--- src/rtl/core/dsss_pkg.sv ---
`timescale 1ns / 1ps
// ----------------------------------------------------------------------------
// dsss_pkg: shared types for the dual stack shared store core
// Request and result layouts, operation and status codes, and the command
// that the front part hands through the queue to the back part.
// ----------------------------------------------------------------------------
package dsss_pkg;

	localparam int COUNT_W  = 4;
	localparam int WORD_W   = 32;
	localparam int QDEPTH   = 2;
	localparam int QPTR_W   = 1;
	localparam int QCOUNT_W = 2;

	typedef enum logic [1:0] {
		OP_PUSH = 2'd0,
		OP_POP  = 2'd1,
		OP_PEEK = 2'd2
	} dsss_op_t;

	typedef enum logic [1:0] {
		ST_OK        = 2'd0,
		ST_OVERFLOW  = 2'd1,
		ST_UNDERFLOW = 2'd2
	} dsss_status_t;

	typedef struct packed {
		logic [1:0]               operation;
		logic                     stack_select;
		logic signed [WORD_W-1:0] push_value;
	} dsss_req_t;

	typedef struct packed {
		logic signed [WORD_W-1:0] top_value;
		dsss_status_t             status;
		logic [COUNT_W-1:0]       lower_count;
		logic [COUNT_W-1:0]       upper_count;
	} dsss_rsp_t;

	// classified command: what the back part does with the store
	typedef struct packed {
		logic               wr;
		logic               rd;
		dsss_status_t       status;
		logic [COUNT_W-1:0] lower_count;
		logic [COUNT_W-1:0] upper_count;
	} dsss_ctl_t;

endpackage

--- src/rtl/core/dsss_front.sv ---
`timescale 1ns / 1ps
// ----------------------------------------------------------------------------
// dsss_front: request intake and classification
// Holds both fill counts, decides status and store address for each item
// and queues the resulting command for the back part.
// ----------------------------------------------------------------------------
module dsss_front
	import dsss_pkg::*;
#(
	parameter int CAPACITY = 8
) (
	input  logic                          clk,
	input  logic                          arst_n,
	input  logic                          start,
	output logic                          busy,
	input  dsss_req_t                     request,
	input  logic                          q_full,
	output logic                          q_push,
	output dsss_ctl_t                     q_ctl,
	output logic [$clog2(CAPACITY)-1:0]   q_addr,
	output logic [WORD_W-1:0]             q_data
);

	localparam int AW = $clog2(CAPACITY);
	localparam int CW = $clog2(CAPACITY + 1);

	logic [CW-1:0]         lower_q, upper_q;
	logic [CW-1:0]         lower_nxt, upper_nxt;
	logic [CW:0]           fill_sum;
	logic                  store_full;
	logic                  accept;
	logic [CW-1:0]         addr_wide;
	logic [CW+COUNT_W-1:0] lower_ext, upper_ext;

	assign busy     = q_full;
	assign accept   = start && !busy;
	assign q_push   = accept;
	assign q_data   = request.push_value;
	assign fill_sum = {1'b0, lower_q} + {1'b0, upper_q};
	assign store_full = fill_sum >= (CW+1)'(CAPACITY);

	always_comb begin
		lower_nxt = lower_q;
		upper_nxt = upper_q;
		addr_wide = '0;
		q_ctl     = '0;
		q_ctl.status = ST_OK;
		case (request.operation)
			OP_PUSH: begin
				if (store_full) begin
					q_ctl.status = ST_OVERFLOW;
				end else if (!request.stack_select) begin
					q_ctl.wr  = 1'b1;
					addr_wide = lower_q;
					lower_nxt = lower_q + CW'(1);
				end else begin
					q_ctl.wr  = 1'b1;
					addr_wide = CW'(CAPACITY - 1) - upper_q;
					upper_nxt = upper_q + CW'(1);
				end
			end
			OP_POP, OP_PEEK: begin
				if (!request.stack_select) begin
					if (lower_q == '0) begin
						q_ctl.status = ST_UNDERFLOW;
					end else begin
						q_ctl.rd  = 1'b1;
						addr_wide = lower_q - CW'(1);
						if (request.operation == OP_POP) begin
							lower_nxt = lower_q - CW'(1);
						end
					end
				end else begin
					if (upper_q == '0) begin
						q_ctl.status = ST_UNDERFLOW;
					end else begin
						q_ctl.rd  = 1'b1;
						addr_wide = CW'(CAPACITY) - upper_q;
						if (request.operation == OP_POP) begin
							upper_nxt = upper_q - CW'(1);
						end
					end
				end
			end
			default: begin
			end
		endcase
		lower_ext = {{COUNT_W{1'b0}}, lower_nxt};
		upper_ext = {{COUNT_W{1'b0}}, upper_nxt};
		q_ctl.lower_count = lower_ext[COUNT_W-1:0];
		q_ctl.upper_count = upper_ext[COUNT_W-1:0];
	end

	assign q_addr = addr_wide[AW-1:0];

	always_ff @(posedge clk or negedge arst_n) begin
		if (!arst_n) begin
			lower_q <= '0;
			upper_q <= '0;
		end else if (accept) begin
			lower_q <= lower_nxt;
			upper_q <= upper_nxt;
		end
	end

	a_fill_bound: assert property (@(posedge clk) disable iff (!arst_n)
		({1'b0, lower_q} + {1'b0, upper_q}) <= (CW+1)'(CAPACITY))
		else $error("stack fills exceed store capacity");

	a_overflow_holds: assert property (@(posedge clk) disable iff (!arst_n)
		accept && q_ctl.status == ST_OVERFLOW |=>
		lower_q == $past(lower_q) && upper_q == $past(upper_q))
		else $error("overflowing push changed a fill count");

	a_lower_pop: assert property (@(posedge clk) disable iff (!arst_n)
		accept && q_ctl.rd && request.operation == OP_POP && !request.stack_select |=>
		lower_q == $past(lower_q) - CW'(1))
		else $error("lower pop did not shrink the lower stack");

endmodule

--- src/rtl/core/dsss_queue.sv ---
`timescale 1ns / 1ps
// ----------------------------------------------------------------------------
// dsss_queue: short command queue between front and back
// Two-entry fifo of classified commands; the back drains one a cycle.
// ----------------------------------------------------------------------------
module dsss_queue
	import dsss_pkg::*;
#(
	parameter int CAPACITY = 8
) (
	input  logic                          clk,
	input  logic                          arst_n,
	input  logic                          push,
	input  dsss_ctl_t                     push_ctl,
	input  logic [$clog2(CAPACITY)-1:0]   push_addr,
	input  logic [WORD_W-1:0]             push_data,
	output logic                          full,
	output logic                          pop,
	output dsss_ctl_t                     pop_ctl,
	output logic [$clog2(CAPACITY)-1:0]   pop_addr,
	output logic [WORD_W-1:0]             pop_data
);

	localparam int AW = $clog2(CAPACITY);

	dsss_ctl_t           ctl_q  [QDEPTH];
	logic [AW-1:0]       addr_q [QDEPTH];
	logic [WORD_W-1:0]   data_q [QDEPTH];
	logic [QPTR_W-1:0]   wr_ptr_q, rd_ptr_q;
	logic [QCOUNT_W-1:0] count_q;

	assign full = count_q == QCOUNT_W'(QDEPTH);
	assign pop  = count_q != '0;

	assign pop_ctl  = ctl_q[rd_ptr_q];
	assign pop_addr = addr_q[rd_ptr_q];
	assign pop_data = data_q[rd_ptr_q];

	always_ff @(posedge clk) begin
		if (push) begin
			ctl_q[wr_ptr_q]  <= push_ctl;
			addr_q[wr_ptr_q] <= push_addr;
			data_q[wr_ptr_q] <= push_data;
		end
	end

	always_ff @(posedge clk or negedge arst_n) begin
		if (!arst_n) begin
			wr_ptr_q <= '0;
			rd_ptr_q <= '0;
			count_q  <= '0;
		end else begin
			if (push) begin
				wr_ptr_q <= wr_ptr_q + QPTR_W'(1);
			end
			if (pop) begin
				rd_ptr_q <= rd_ptr_q + QPTR_W'(1);
			end
			count_q <= count_q + QCOUNT_W'(push) - QCOUNT_W'(pop);
		end
	end

	a_no_push_full: assert property (@(posedge clk) disable iff (!arst_n)
		full |-> !push)
		else $error("item queued while queue full");

	a_count_bound: assert property (@(posedge clk) disable iff (!arst_n)
		count_q <= QCOUNT_W'(QDEPTH))
		else $error("queue count beyond depth");

	a_drain: assert property (@(posedge clk) disable iff (!arst_n)
		pop && !push |=> count_q == $past(count_q) - QCOUNT_W'(1))
		else $error("queue did not drain");

endmodule

--- src/rtl/core/dsss_back.sv ---
`timescale 1ns / 1ps
// ----------------------------------------------------------------------------
// dsss_back: store access and result register
// Owns the shared store; writes pushes, reads pops and peeks, and presents
// one result per command on the cycle after the store access.
// ----------------------------------------------------------------------------
module dsss_back
	import dsss_pkg::*;
#(
	parameter int CAPACITY = 8
) (
	input  logic                          clk,
	input  logic                          arst_n,
	input  logic                          valid,
	input  dsss_ctl_t                     ctl,
	input  logic [$clog2(CAPACITY)-1:0]   addr,
	input  logic [WORD_W-1:0]             data,
	output logic                          done,
	output dsss_rsp_t                     result
);

	logic [WORD_W-1:0]  store_q [CAPACITY];
	logic [WORD_W-1:0]  rdata_s1;
	logic               rd_s1;
	dsss_status_t       status_s1;
	logic [COUNT_W-1:0] lower_s1, upper_s1;
	logic               done_s1;

	always_ff @(posedge clk) begin
		if (valid && ctl.wr) begin
			store_q[addr] <= data;
		end
		if (valid && ctl.rd) begin
			rdata_s1 <= store_q[addr];
		end
		if (valid) begin
			rd_s1     <= ctl.rd;
			status_s1 <= ctl.status;
			lower_s1  <= ctl.lower_count;
			upper_s1  <= ctl.upper_count;
		end
	end

	always_ff @(posedge clk or negedge arst_n) begin
		if (!arst_n) begin
			done_s1 <= 1'b0;
		end else begin
			done_s1 <= valid;
		end
	end

	assign done               = done_s1;
	assign result.top_value   = rd_s1 ? rdata_s1 : '0;
	assign result.status      = status_s1;
	assign result.lower_count = lower_s1;
	assign result.upper_count = upper_s1;

	a_one_access: assert property (@(posedge clk) disable iff (!arst_n)
		valid |-> !(ctl.wr && ctl.rd))
		else $error("command both writes and reads the store");

	a_ok_on_access: assert property (@(posedge clk) disable iff (!arst_n)
		valid && (ctl.wr || ctl.rd) |-> ctl.status == ST_OK)
		else $error("store access on a failed command");

	a_done_follows: assert property (@(posedge clk) disable iff (!arst_n)
		valid |=> done)
		else $error("command produced no result");

endmodule

--- src/rtl/core/dual_stack_shared_store_core.sv ---
`timescale 1ns / 1ps
// ----------------------------------------------------------------------------
// dual_stack_shared_store_core: two stacks sharing one word store
// Lower stack grows up from entry 0, upper stack grows down from the last
// entry; push, pop and peek requests report status and both fill counts.
// ----------------------------------------------------------------------------
// usage:
//   request channel: drive request and raise start; the item is taken at a
//   rising edge with start high and busy low. busy is high only while the
//   two-entry command queue is full, which the back part drains every cycle.
//   result channel: done pulses for exactly one cycle with result valid in
//   that cycle; the receiver must take it then, there is no back-pressure.
//   path: an accepted item is written into the command queue, then the back
//   part accesses the store and registers the result together with done.
//   throughput: one item per cycle while busy is low; fills are updated in
//   the front at acceptance, the back writes or reads the store in the next cycle.
//   reset: arst_n clears both fill counts, the queue and done; the store
//   content is not cleared and needs no clearing pass.
// ----------------------------------------------------------------------------
module dual_stack_shared_store_core
	import dsss_pkg::*;
#(
	parameter int CAPACITY = 8
) (
	input  logic      clk,
	input  logic      arst_n,
	input  logic      start,
	output logic      busy,
	input  dsss_req_t request,
	output logic      done,
	output dsss_rsp_t result
);

	localparam int AW = $clog2(CAPACITY);

	logic              q_push, q_full, q_pop;
	dsss_ctl_t         in_ctl, out_ctl;
	logic [AW-1:0]     in_addr, out_addr;
	logic [WORD_W-1:0] in_data, out_data;

	dsss_front #(.CAPACITY(CAPACITY)) u_front (
		.clk     (clk),
		.arst_n  (arst_n),
		.start   (start),
		.busy    (busy),
		.request (request),
		.q_full  (q_full),
		.q_push  (q_push),
		.q_ctl   (in_ctl),
		.q_addr  (in_addr),
		.q_data  (in_data)
	);

	dsss_queue #(.CAPACITY(CAPACITY)) u_queue (
		.clk       (clk),
		.arst_n    (arst_n),
		.push      (q_push),
		.push_ctl  (in_ctl),
		.push_addr (in_addr),
		.push_data (in_data),
		.full      (q_full),
		.pop       (q_pop),
		.pop_ctl   (out_ctl),
		.pop_addr  (out_addr),
		.pop_data  (out_data)
	);

	dsss_back #(.CAPACITY(CAPACITY)) u_back (
		.clk    (clk),
		.arst_n (arst_n),
		.valid  (q_pop),
		.ctl    (out_ctl),
		.addr   (out_addr),
		.data   (out_data),
		.done   (done),
		.result (result)
	);

	a_done_origin: assert property (@(posedge clk) disable iff (!arst_n)
		done |-> $past(start && !busy, 2))
		else $error("result without a matching accepted item");

	a_top_zero: assert property (@(posedge clk) disable iff (!arst_n)
		done && result.status != ST_OK |-> result.top_value == '0)
		else $error("failed item returned a nonzero top value");

	a_busy_only_full: assert property (@(posedge clk) disable iff (!arst_n)
		busy |-> q_full)
		else $error("busy raised with room in the queue");

endmodule
--- config.mk ---
export PLATFORM = sky130hd
export DESIGN_NAME = dual_stack_shared_store_core
export DESIGN_NICKNAME = d
export VERILOG_FILES = /design/src/rtl/core/dsss_pkg.sv /design/src/rtl/core/dsss_front.sv /design/src/rtl/core/dsss_queue.sv /design/src/rtl/core/dsss_back.sv /design/src/rtl/core/dual_stack_shared_store_core.sv
export SDC_FILE = /design/constraint.sdc
export NUM_CORES = 1
export LEC_CHECK = 0
export BUFFER_PORTS_ARGS = -buffer_cell sky130_fd_sc_hd__buf_2
export CAP_MARGIN = 30
export CORE_MARGIN = 1
export CORE_UTILIZATION = 45
export DETAILED_ROUTE_END_ITERATION = 12
export GPL_ROUTABILITY_DRIVEN = 0
export PLACE_DENSITY = 0.65
export RECOVER_POWER = 25
export REMOVE_ABC_BUFFERS = 1
export SYNTH_ARGS = -nofsm -noshare
export SYNTH_HDL_FRONTEND = slang
export SYNTH_SLANG_ARGS = --single-unit
--- constraint.sdc ---
create_clock -name clk -period 8.3 [get_ports clk]
set_clock_uncertainty 0.15 [all_clocks]
set_input_delay 0.83 -clock clk [delete_from_list [all_inputs] [get_ports clk]]
set_output_delay 0.83 -clock clk [all_outputs]
set_load 0.01 [all_outputs]
==> Word level (Yosys, flattened, before mapping) <==
Memory sizes are Yosys's and may differ from the RTL's. A register that Yosys moved wholly into a read port is not among the register bits.
Index checks and enable logic that the tools add are counted.
W data, S select, Z words.
{ "word_totals": {"ram_bits": 350, "input_bits": 38, "mem_count": 4, "elab_cells": 71, "out_inout_bits": 44, "regBits": 24} }
{ "memory_table": {"columns": ["memory", "depth", "word_bits", "read_ports", "rd_ports_with_merged_regs", "wr", "line", "text"], "rows": [
  ["u_back.store_q", 8, 32, 1, 1, 1, "dsss_back.sv:22", "logic [WORD_W-1:0] store_q [CAPACITY];"],
  ["u_queue.data_q", 2, 32, 1, 0, 1, "dsss_queue.sv:28", "logic [WORD_W-1:0] data_q [QDEPTH];"],
  ["u_queue.ctl_q", 2, 12, 1, 0, 1, "dsss_queue.sv:26", "dsss_ctl_t ctl_q [QDEPTH];"],
  ["u_queue.addr_q", 2, 3, 1, 0, 1, "dsss_queue.sv:27", "logic [AW-1:0] addr_q [QDEPTH];"]
]} }
{ "op_classes": {"mux": 33, "add_sub_neg": 11, "order_cmp": 1, "n_eq_ne": 3, "n_reduce_logical": 9} }
{ "op_table": {"columns": ["cell", "count"], "rows": [
  ["$mux W4", 10],
  ["$mux W32", 1],
  ["$mux W3", 6],
  ["$pmux W4 S2", 2],
  ["$mux W1", 10],
  ["$add A4 B1 Y4 const B", 2],
  ["$logic_not A4 Y1", 2],
  ["$sub A4 B1 Y4 const B", 2],
  ["$pmux W3 S2", 1],
  ["$add A4 B4 Y5", 1],
  ["$ge A5 B4 Y1 const B", 1],
  ["$eq A2 B2 Y1 const B", 2],
  ["$mux W2", 2],
  ["$pmux W2 S2", 1],
  ["$logic_and A1 B1 Y1", 3],
  ["$sub A1 B3 Y3 const A", 1],
  ["$sub A3 B3 Y3 const A", 1],
  ["$add A1 B1 Y1 const B", 2],
  ["$add A2 B1 Y2", 1],
  ["$eq A2 B1 Y1 const B", 1],
  ["$logic_not A2 Y1", 1],
  ["$reduce_bool A2 Y1", 1],
  ["$reduce_or A2 Y1", 1],
  ["$sub A2 B1 Y2", 1],
  ["$logic_not A1 Y1", 1]
]} }

==> Longest topological paths before layout <==
Gate-level depths: netlist (run 1).
{ "depth": {"word_depth": 5, "mapped_depth": 8, "mapped_depth_nobuf": 8} }

==> Hierarchy <==
A second synthesis (run 1) with hierarchy kept.
{ "unflattened": {"hier_cells": 838, "hier_area_um2": 16408.2} }
{ "modules_own_cells": {"columns": ["module", "area_per_inst_um2", "seq_area_each_um2", "cells_per_inst", "instances"], "rows": [
  ["dsss_back", 11243.3, 9003.6, 464, 1],
  ["dsss_queue", 3644.7, 2922.8, 160, 1],
  ["dsss_front", 1520.2, 200.2, 214, 1]
]} }

==> Worst setup path before layout (run 1) <==
OpenSTA, ideal clock, no wires.
{ "synth_path": {"kind": "reg-to-reg", "from": "reg u_queue.rd_ptr_q", "to": "mem u_back.store_q[1][0] (enable)", "path_slack_ns": 4.104, "arrival_ns": 3.584, "required_time_ns": 7.689, "path_buffers": 3, "path_stages_with_launch": 7, "synth_period_minus_slack_ns": 4.196, "setup_time_ns": 0.461, "cell_sequence": "dfrtp_1 buf_4 mux2i_2 buf_2 buf_2 nand2_1 nor3_1"} }
{ "synth_via": {"elab_chain_len": 4, "word_cells_on_any_way": 5, "cone_classes": "2 x mux; 1 x reduce/logical; 2 x memory"} }
{ "synth_lines": {"columns": ["item", "line", "text"], "rows": [
  ["start: declaration", "dsss_queue.sv:29", "logic [QPTR_W-1:0] wr_ptr_q, rd_ptr_q;"],
  ["start signal: assignment", "dsss_queue.sv:57", "rd_ptr_q <= rd_ptr_q + QPTR_W'(1);"],
  ["$mem_v2 Z2 W12", null, null],
  ["$logic_and A1 B1 Y1", "dsss_back.sv:30", "if (valid && ctl.wr) begin"],
  ["$mux W1", "dsss_back.sv:30", null],
  ["$mux W1 (implied by the code)", "dsss_back.sv:31", "store_q[addr] <= data;"],
  ["end: declaration", "dsss_back.sv:22", null]
]} }
Several ways; a longest one is shown, not always the timed one.

==> Worst setup path after layout (run 1) <==
{ "layout_path": {"from": "reg u_queue.rd_ptr_q", "to": "reg u_back.rdata_s1[8] (read register of u_back.store_q) (data pin)"} }
{ "layout_via": {"elab_chain_len": 2, "word_cells_on_any_way": 3, "cone_classes": "1 x reduce/logical; 2 x memory"} }
{ "layout_lines": {"columns": ["item", "line", "text"], "rows": [
  ["$mem_v2 Z2 W12", null, null],
  ["$logic_and A1 B1 Y1", "dsss_back.sv:33", "if (valid && ctl.rd) begin"],
  ["end: declaration", "dsss_back.sv:23", "logic [WORD_W-1:0] rdata_s1;"]
]} }
Several ways; a longest one is shown, not always the timed one.
A chain may end at the register's enable or synchronous reset.

==> results.sh, run 1 <==
export IMPL_status="complete, but fails checks"
export IMPL_violations="max-capacitance violations, max-slew violations"
export IMPL_yosysTopAreaCellShare_pct=72.4
export IMPL_async_flop_share_pct=3.20
export IMPL_r2r_worst_path_cells=7
export IMPL_grt_pass1_wl_microns=54000
export IMPL_finalHoldViolCount=0
export IMPL_setup_violations=0
export IMPL_synthTopCellsByArea="edfxtp_1 72%, nand2_1 4.5%, mux2_2 3.5%"
export IMPL_rows=69
export IMPL_crit_path_start_kind="register"
export IMPL_coreArea_sq_mm=0.0356
export IMPL_root_buffer="clkbuf_16"
export IMPL_rsz0062_at_grt="no"
export IMPL_drv_cap=2
export IMPL_reg2reg_slack_ns=3.06
export IMPL_cts_hold_buf=0
export IMPL_clk_pin_slew_worst_paths_ns=0.06
export IMPL_synth_edf_count=393
export IMPL_fin_tns_setup_ns=0
export IMPL_drc=0
export IMPL_synth_most_common_cell="edfxtp_1"
export IMPL_diodes=0
export IMPL_cts_made_buffers=42
export IMPL_hpwl_microns=19900
export IMPL_clock_sinks=406
export IMPL_setup_worst_path_class="reg2reg"
export IMPL_drtPass1Iterations=5
export IMPL_final_nets=1242
export IMPL_wirelength_microns=35300
export IMPL_fmax_mhz=191
export IMPL_cts_resized=0
export IMPL_post_cts_buffers=0
export IMPL_period_share_pct=63.1
export IMPL_cp_required_ns=8.41
export IMPL_slew_viol_final=75
export IMPL_cts_tree="yes"
export IMPL_syn_area_sq_mm=0.0163
export IMPL_power_density_mw_per_mm2=353
export IMPL_insertion_delay_ns=0.54
export IMPL_relSlewSlack_pct=-108
export IMPL_p_leak_nw=6.37
export IMPL_clockBufferDepth=3
export IMPL_hp_class="in2async"
export IMPL_antenna_found_initial=0
export IMPL_crit_path_end_kind="register"
export IMPL_via_per_inst=5.67
export IMPL_placed_cells=1609
export IMPL_utilization_pct=51.9
export IMPL_final_cells=1684
export IMPL_grt_ovfl_total=0
export IMPL_portBuffers=81
export IMPL_tightest_slew_ns=3.12
export IMPL_cp_arrival_ns=5.36
export IMPL_crit_chain="clkbuf_1, mux2_2, buf_4, nor2_2, and3_1, a221oi_1, o21ai_0"
export IMPL_synth_commonest_cells="393 x edfxtp_1, 196 x nand2_1, 85 x nand3_1, 50 x mux2_2"
export IMPL_ant_nets=0
export IMPL_synth_cell_types=59
export IMPL_die_h_microns=192
export IMPL_yosysTopAreaCell="edfxtp_1"
export IMPL_area_growth_pct=13.3
export IMPL_initial_core_util_pct=45.8
export IMPL_grt_pass1_vias=9576
export IMPL_route_met3_wl_microns=1980
export IMPL_die_area_sq_mm=0.0370
export IMPL_drive_gt1_share_pct=15.1
export IMPL_num_vias=9549
export IMPL_drtIter0Drc=685
export IMPL_grt_max_degree=65
export IMPL_syn_avg_cell_area_sq_um=14.7
export IMPL_wl_met1_microns=15300
export IMPL_fin_crit_ns=5.24
export IMPL_h_tree_depth=2
export IMPL_top_layer="met4"
export IMPL_yosysSeqAreaShare_pct=74.4
export IMPL_grt_total_usage_pct=19.3
export IMPL_wl_met2_microns=17100
export IMPL_ir_worst_vdd_uv=179
export IMPL_yosysWarnings=0
export IMPL_wl_per_cell_microns=20.9
export IMPL_r2r_start="u_queue.rd_ptr_q"
export IMPL_crit_fanout=49
export IMPL_die_x_microns=192
export IMPL_worst_r2r_endpoint="u_back.rdata_s1[8]"
export IMPL_syn_inst=1107
export IMPL_cpPeakStageDelay_ns=2.25
export IMPL_synth_ff_type="edfxtp_1"
export IMPL_synth_seq_cells=406
export IMPL_pin_count=82
export IMPL_cpMaxStageDelayCell="clkbuf_1"
export IMPL_finalPower_mw=6.52
-- flip-flops by register name, summed over array words and instances (netlist names) --
signal / flops
u_back.store_q: 256
u_queue.wr_ptr_q: 1
u_back.rdata_s1: 32
u_front.upper_q: 4
u_back.lower_s1: 4
u_queue.ctl_q: 24
u_back.upper_s1: 4
u_front.lower_q: 4
u_back.status_s1: 2
u_queue.data_q: 64
u_queue.addr_q: 6
u_queue.count_q: 2
u_back.rd_s1: 1
u_back.done: 1
u_queue.rd_ptr_q: 1
-- cell families (layout without fill, tap and decap cells) --
logic type / after synthesis / count (layout) / share of synthesized area, %
multiplexers: 64 / 64 / 4.34
AO/OA/AOI/OAI: 162 / 162 / 7.32
adder cells (fa/ha/maj): 12 / 12 / 0.967
flip-flops: 406 / 406 / 74.4
XOR/XNOR: 3 / 3 / 0.161
AND/OR/NAND/NOR: 380 / 380 / 10.8
buffers and inverters: 80 / 196 / 2.06
-- layer usage --
layer | vias to the layer above | global-route usage [%]
li1 | 4395 | -
met1 | 4787 | 25.5
met2 | 305 | 32.6
met3 | 62 | 3.20
met4 | 0 | 6.00
met5 | - | 0
-- critical path, delay by kind of cell, from the launching register on --
kind | cells | cell delay [ns]
AOI/OAI and AO/OA | 2 | 0.36
buffers and inverters | 2 | 2.81
DFF | 1 | 0.60
muxes | 1 | 0.48
and+or+nand+nor | 2 | 0.54
-- stage by stage --
step	area [sq um]	hold WS (ns)	setup slack, ns
floorplan	16000	0.311	2.01
global placement	17200	0.334	4.67
CTS	18500	0.0654	4.78
global route	18500	0.300	2.47
detailed placement	17300	0.345	4.77
finish	18500	0.233	3.06
-- cell type report --
class / count / area, sq um
fill: 2973 / 17100
sequential: 406 / 12100
multi-input combinational: 621 / 3900
clock buffer: 56 / 1130
tap: 461 / 577
timing repair buffer: 103 / 532
clock inverter: 19 / 136
inverter: 18 / 67.6
-- power breakdown --
group	switching (mW)	internal [mW]
combinational	1.24	0.603
sequential	0.142	2.81
clock	0.739	0.993
-- worst max-delay path by stage --
stage                                 to  cells past startpoint        startpoint
global placement     u_queue.ctl_q[0][4]                      5       request[32]
detailed placement    u_back.rdata_s1[8]                      7  u_queue.rd_ptr_q
global route          u_back.rdata_s1[8]                      7  u_queue.rd_ptr_q
floorplan           u_back.store_q[1][0]                      3  u_queue.rd_ptr_q
CTS                 u_back.store_q[2][1]                      5  u_queue.rd_ptr_q
finish                u_back.rdata_s1[8]                      7  u_queue.rd_ptr_q
-- layout by cell type (no fill, tap or decap), types with 14 or more instances in the layout --
cell type,Yosys,layout
a211oi_1,14,14
clkbuf_16,0,43
nor2_1,17,15
mux2_1,0,14
nand3_1,85,85
clkbuf_1,29,39
o21ai_0,14,14
a221oi_1,36,36
buf_2,22,56
nand2_1,196,196
mux2_2,50,36
buf_4,2,20
edfxtp_1,393,393
and2_1,36,35
a21oi_1,27,27
o22ai_1,18,18
inv_1,18,18
(Power assumes the default switching activity.)
==> run 2: changes to the inputs <==
--- a/config.mk
+++ b/config.mk
@@ -11,7 +11,7 @@
 export CORE_UTILIZATION = 45
 export DETAILED_ROUTE_END_ITERATION = 12
 export GPL_ROUTABILITY_DRIVEN = 0
-export PLACE_DENSITY = 0.65
+export PLACE_DENSITY = 0.67
 export RECOVER_POWER = 25
 export REMOVE_ABC_BUFFERS = 1
 export SYNTH_ARGS = -nofsm -noshare
==> constraint.sdc (replaced) <==
create_clock -name clk -period 4.75 [get_ports clk]
set_clock_uncertainty 0.15 [all_clocks]
set_input_delay 0.475 -clock clk [delete_from_list [all_inputs] [get_ports clk]]
set_output_delay 0.475 -clock clk [all_outputs]
set_load 0.01 [all_outputs]
==> run 2 against run 1 <==
Against the previous run:
- clock power is 95% higher
- the run now ends clean
- total power rose by 80%
- hold slack got worse by 0.16 ns
- non-clock buffer count is 37 higher
- fmax grew 56%
- die area unchanged
- combinational power is 72% higher
- critical endpoint is now u_back.rdata_s1[27]
- flip-flop and latch count unchanged
- largest cell class unchanged
- sequential share of layout area down 1.9 points
- cell count rose by 2.2%
==> results.sh, run 2 (synthesis results as in run 1) <==
export IMPL_status="completed"
export IMPL_period_share_pct=70.9
export IMPL_cp_required_ns=4.85
export IMPL_fin_crit_ns=3.37
export IMPL_drc=0
export IMPL_clk_pin_slew_worst_paths_ns=0.06
export IMPL_tightest_slew_ns=1.31
export IMPL_hold_start="start"
export IMPL_pwr_share_comb_pct=27.1
export IMPL_top_regs="u_back.store_q x256, u_queue.data_q x64, u_back.rdata_s1 x32"
export IMPL_multi_input_area_sq_mm=0.00391
export IMPL_cts_tree="yes"
export IMPL_final_nets=1279
export IMPL_die_x_microns=192
export IMPL_post_cts_buffers=0
export IMPL_finalHoldViolCount=0
export IMPL_wirelength_microns=35200
export IMPL_r2r_worst_path_cells=5
export IMPL_rsz0062_at_grt="no"
export IMPL_cts_made_buffers=42
export IMPL_final_area_sq_mm=0.0190
export IMPL_initial_core_util_pct=45.8
export IMPL_cpMaxStageDelayCell="dfrtp_2"
export IMPL_die_area_sq_mm=0.0370
export IMPL_final_common_cell="edfxtp_1"
export IMPL_seq_power_share_pct=44.3
export IMPL_utilization_pct=53.5
export IMPL_rows=69
export IMPL_clkPwrFrac_pct=28.6
export IMPL_p_leak_nw=6.62
export IMPL_coreArea_sq_mm=0.0356
export IMPL_h_tree_depth=2
export IMPL_drtPass1Iterations=5
export IMPL_cpPeakStageDelay_ns=0.98
export IMPL_grt_ovfl_total=0
export IMPL_relSlewSlack_pct=12.7
export IMPL_clockBufferDepth=3
export IMPL_cts_resized=0
export IMPL_fin_tns_setup_ns=0
export IMPL_worst_r2r_endpoint="u_back.rdata_s1[27]"
export IMPL_area_growth_pct=16.8
export IMPL_via_per_inst=5.59
export IMPL_final_fill_count=2898
export IMPL_antenna_found_initial=0
export IMPL_fmax_mhz=297
export IMPL_cp_arrival_ns=3.47
export IMPL_drive_gt1_share_pct=15.7
export IMPL_grt_pass1_wl_microns=54600
export IMPL_final_cell_mix="393 x edfxtp_1, 196 x nand2_1, 85 x nand3_1"
export IMPL_power_density_mw_per_mm2=618
export IMPL_insertion_delay_ns=0.53
export IMPL_switching_share_pct=31.7
export IMPL_portBuffers=81
export IMPL_setup_ws_ns=1.38
export IMPL_postPlaceCellArea_sq_mm=0.0173
export IMPL_grt_pass1_vias=9673
export IMPL_largest_reg_flops=256
export IMPL_crit_path_end_kind="register"
export IMPL_grt_total_usage_pct=19.4
export IMPL_root_buffer="clkbuf_16"
export IMPL_drtIter0Drc=866
export IMPL_ant_nets=0
export IMPL_hp_class="in2reg"
export IMPL_diodes=0
export IMPL_clock_sinks=406
export IMPL_holdPathStages=2
export IMPL_die_h_microns=192
export IMPL_drv_cap=0
export IMPL_min_to="u_queue.count_q[0]"
export IMPL_setup_worst_path_class="reg2reg"
export IMPL_grt_max_degree=64
export IMPL_pin_count=82
export IMPL_r2r_start="u_queue.rd_ptr_q"
export IMPL_setup_violations=0
export IMPL_crit_fanout=37
export IMPL_hpwl_microns=21100
export IMPL_slew_viol_final=0
export IMPL_ir_worst_vdd_uv=329
export IMPL_cts_hold_buf=32
export IMPL_area_sequential_sq_mm=0.0121
export IMPL_finalPower_mw=11.8
export IMPL_top_register="u_back.store_q"
export IMPL_reg2reg_slack_ns=1.38
export IMPL_intPower_mw=8.04
export IMPL_wl_per_cell_microns=20.5
export IMPL_pre_cts_slack_ns=1.40
export IMPL_switchingPower_mw=3.73
export IMPL_crit_path_start_kind="register"
export IMPL_crit_chain="mux2_2, buf_4, nor2_2, a221oi_1, o22ai_1"
export IMPL_num_vias=9615
-- run 2: routing by layer --
metal	vias to the layer above	global-route usage [%]	part of all wire, %
li1	4481	-	-
met1	4737	26.8	44
met2	333	31.7	48
met3	64	2.96	6.2
met4	0	5.94	2.5
met5	-	0	0
-- run 2: final cells by class --
type                    instances  area share [%]
well taps                     461            3.03
clock inverters                24            1.47
inverters                      18           0.355
multi-input cells             621            20.5
clock buffers                  51            6.08
flip-flops and latches        406            63.7
repair buffers                140            4.84
-- run 2: per-stage QoR --
stage | hold slack [ns] | instances
after global routing | 0.0812 | 1721
after detailed placement | 0.258 | 1614
after global placement | 0.254 | 1613
final | 0.0762 | 1721
after CTS | 0.0173 | 1721
after floorplan | 0.0294 | 1045
-- run 2: worst max-delay path: cells and delay by family, from the launching register on --
family | cells | cell delay, ns
compound gates | 2 | 0.57
buf+inv | 1 | 0.40
flops | 1 | 0.98
mux | 1 | 0.81
simple gates | 1 | 0.17
-- run 2: worst max-delay path by stage --
stage | from | slack, ns | to | cells past startpoint
2_1_floorplan | u_queue.rd_ptr_q | -1.54 | u_back.store_q[1][0] | 3
3_3_place_gp | u_queue.rd_ptr_q | 1.44 | u_back.rdata_s1[29] | 4
3_5_place_dp | u_queue.rd_ptr_q | 1.40 | u_back.rdata_s1[27] | 4
4_1_cts | u_queue.rd_ptr_q | 1.37 | u_back.rdata_s1[5] | 4
5_1_grt | u_queue.rd_ptr_q | 1.18 | u_back.rdata_s1[27] | 5
6_report | u_queue.rd_ptr_q | 1.38 | u_back.rdata_s1[27] | 5
-- run 2: power by group through the flow --
stage | clock network (mW) | registers [mW] | logic [mW]
floorplan | 0 | 5.21 | 2.06
global placement | 0 | 5.28 | 3.09
detailed placement | 0 | 5.28 | 3.20
CTS | 3.41 | 5.21 | 3.24
global route | 3.55 | 5.27 | 3.52
finish | 3.37 | 5.21 | 3.19
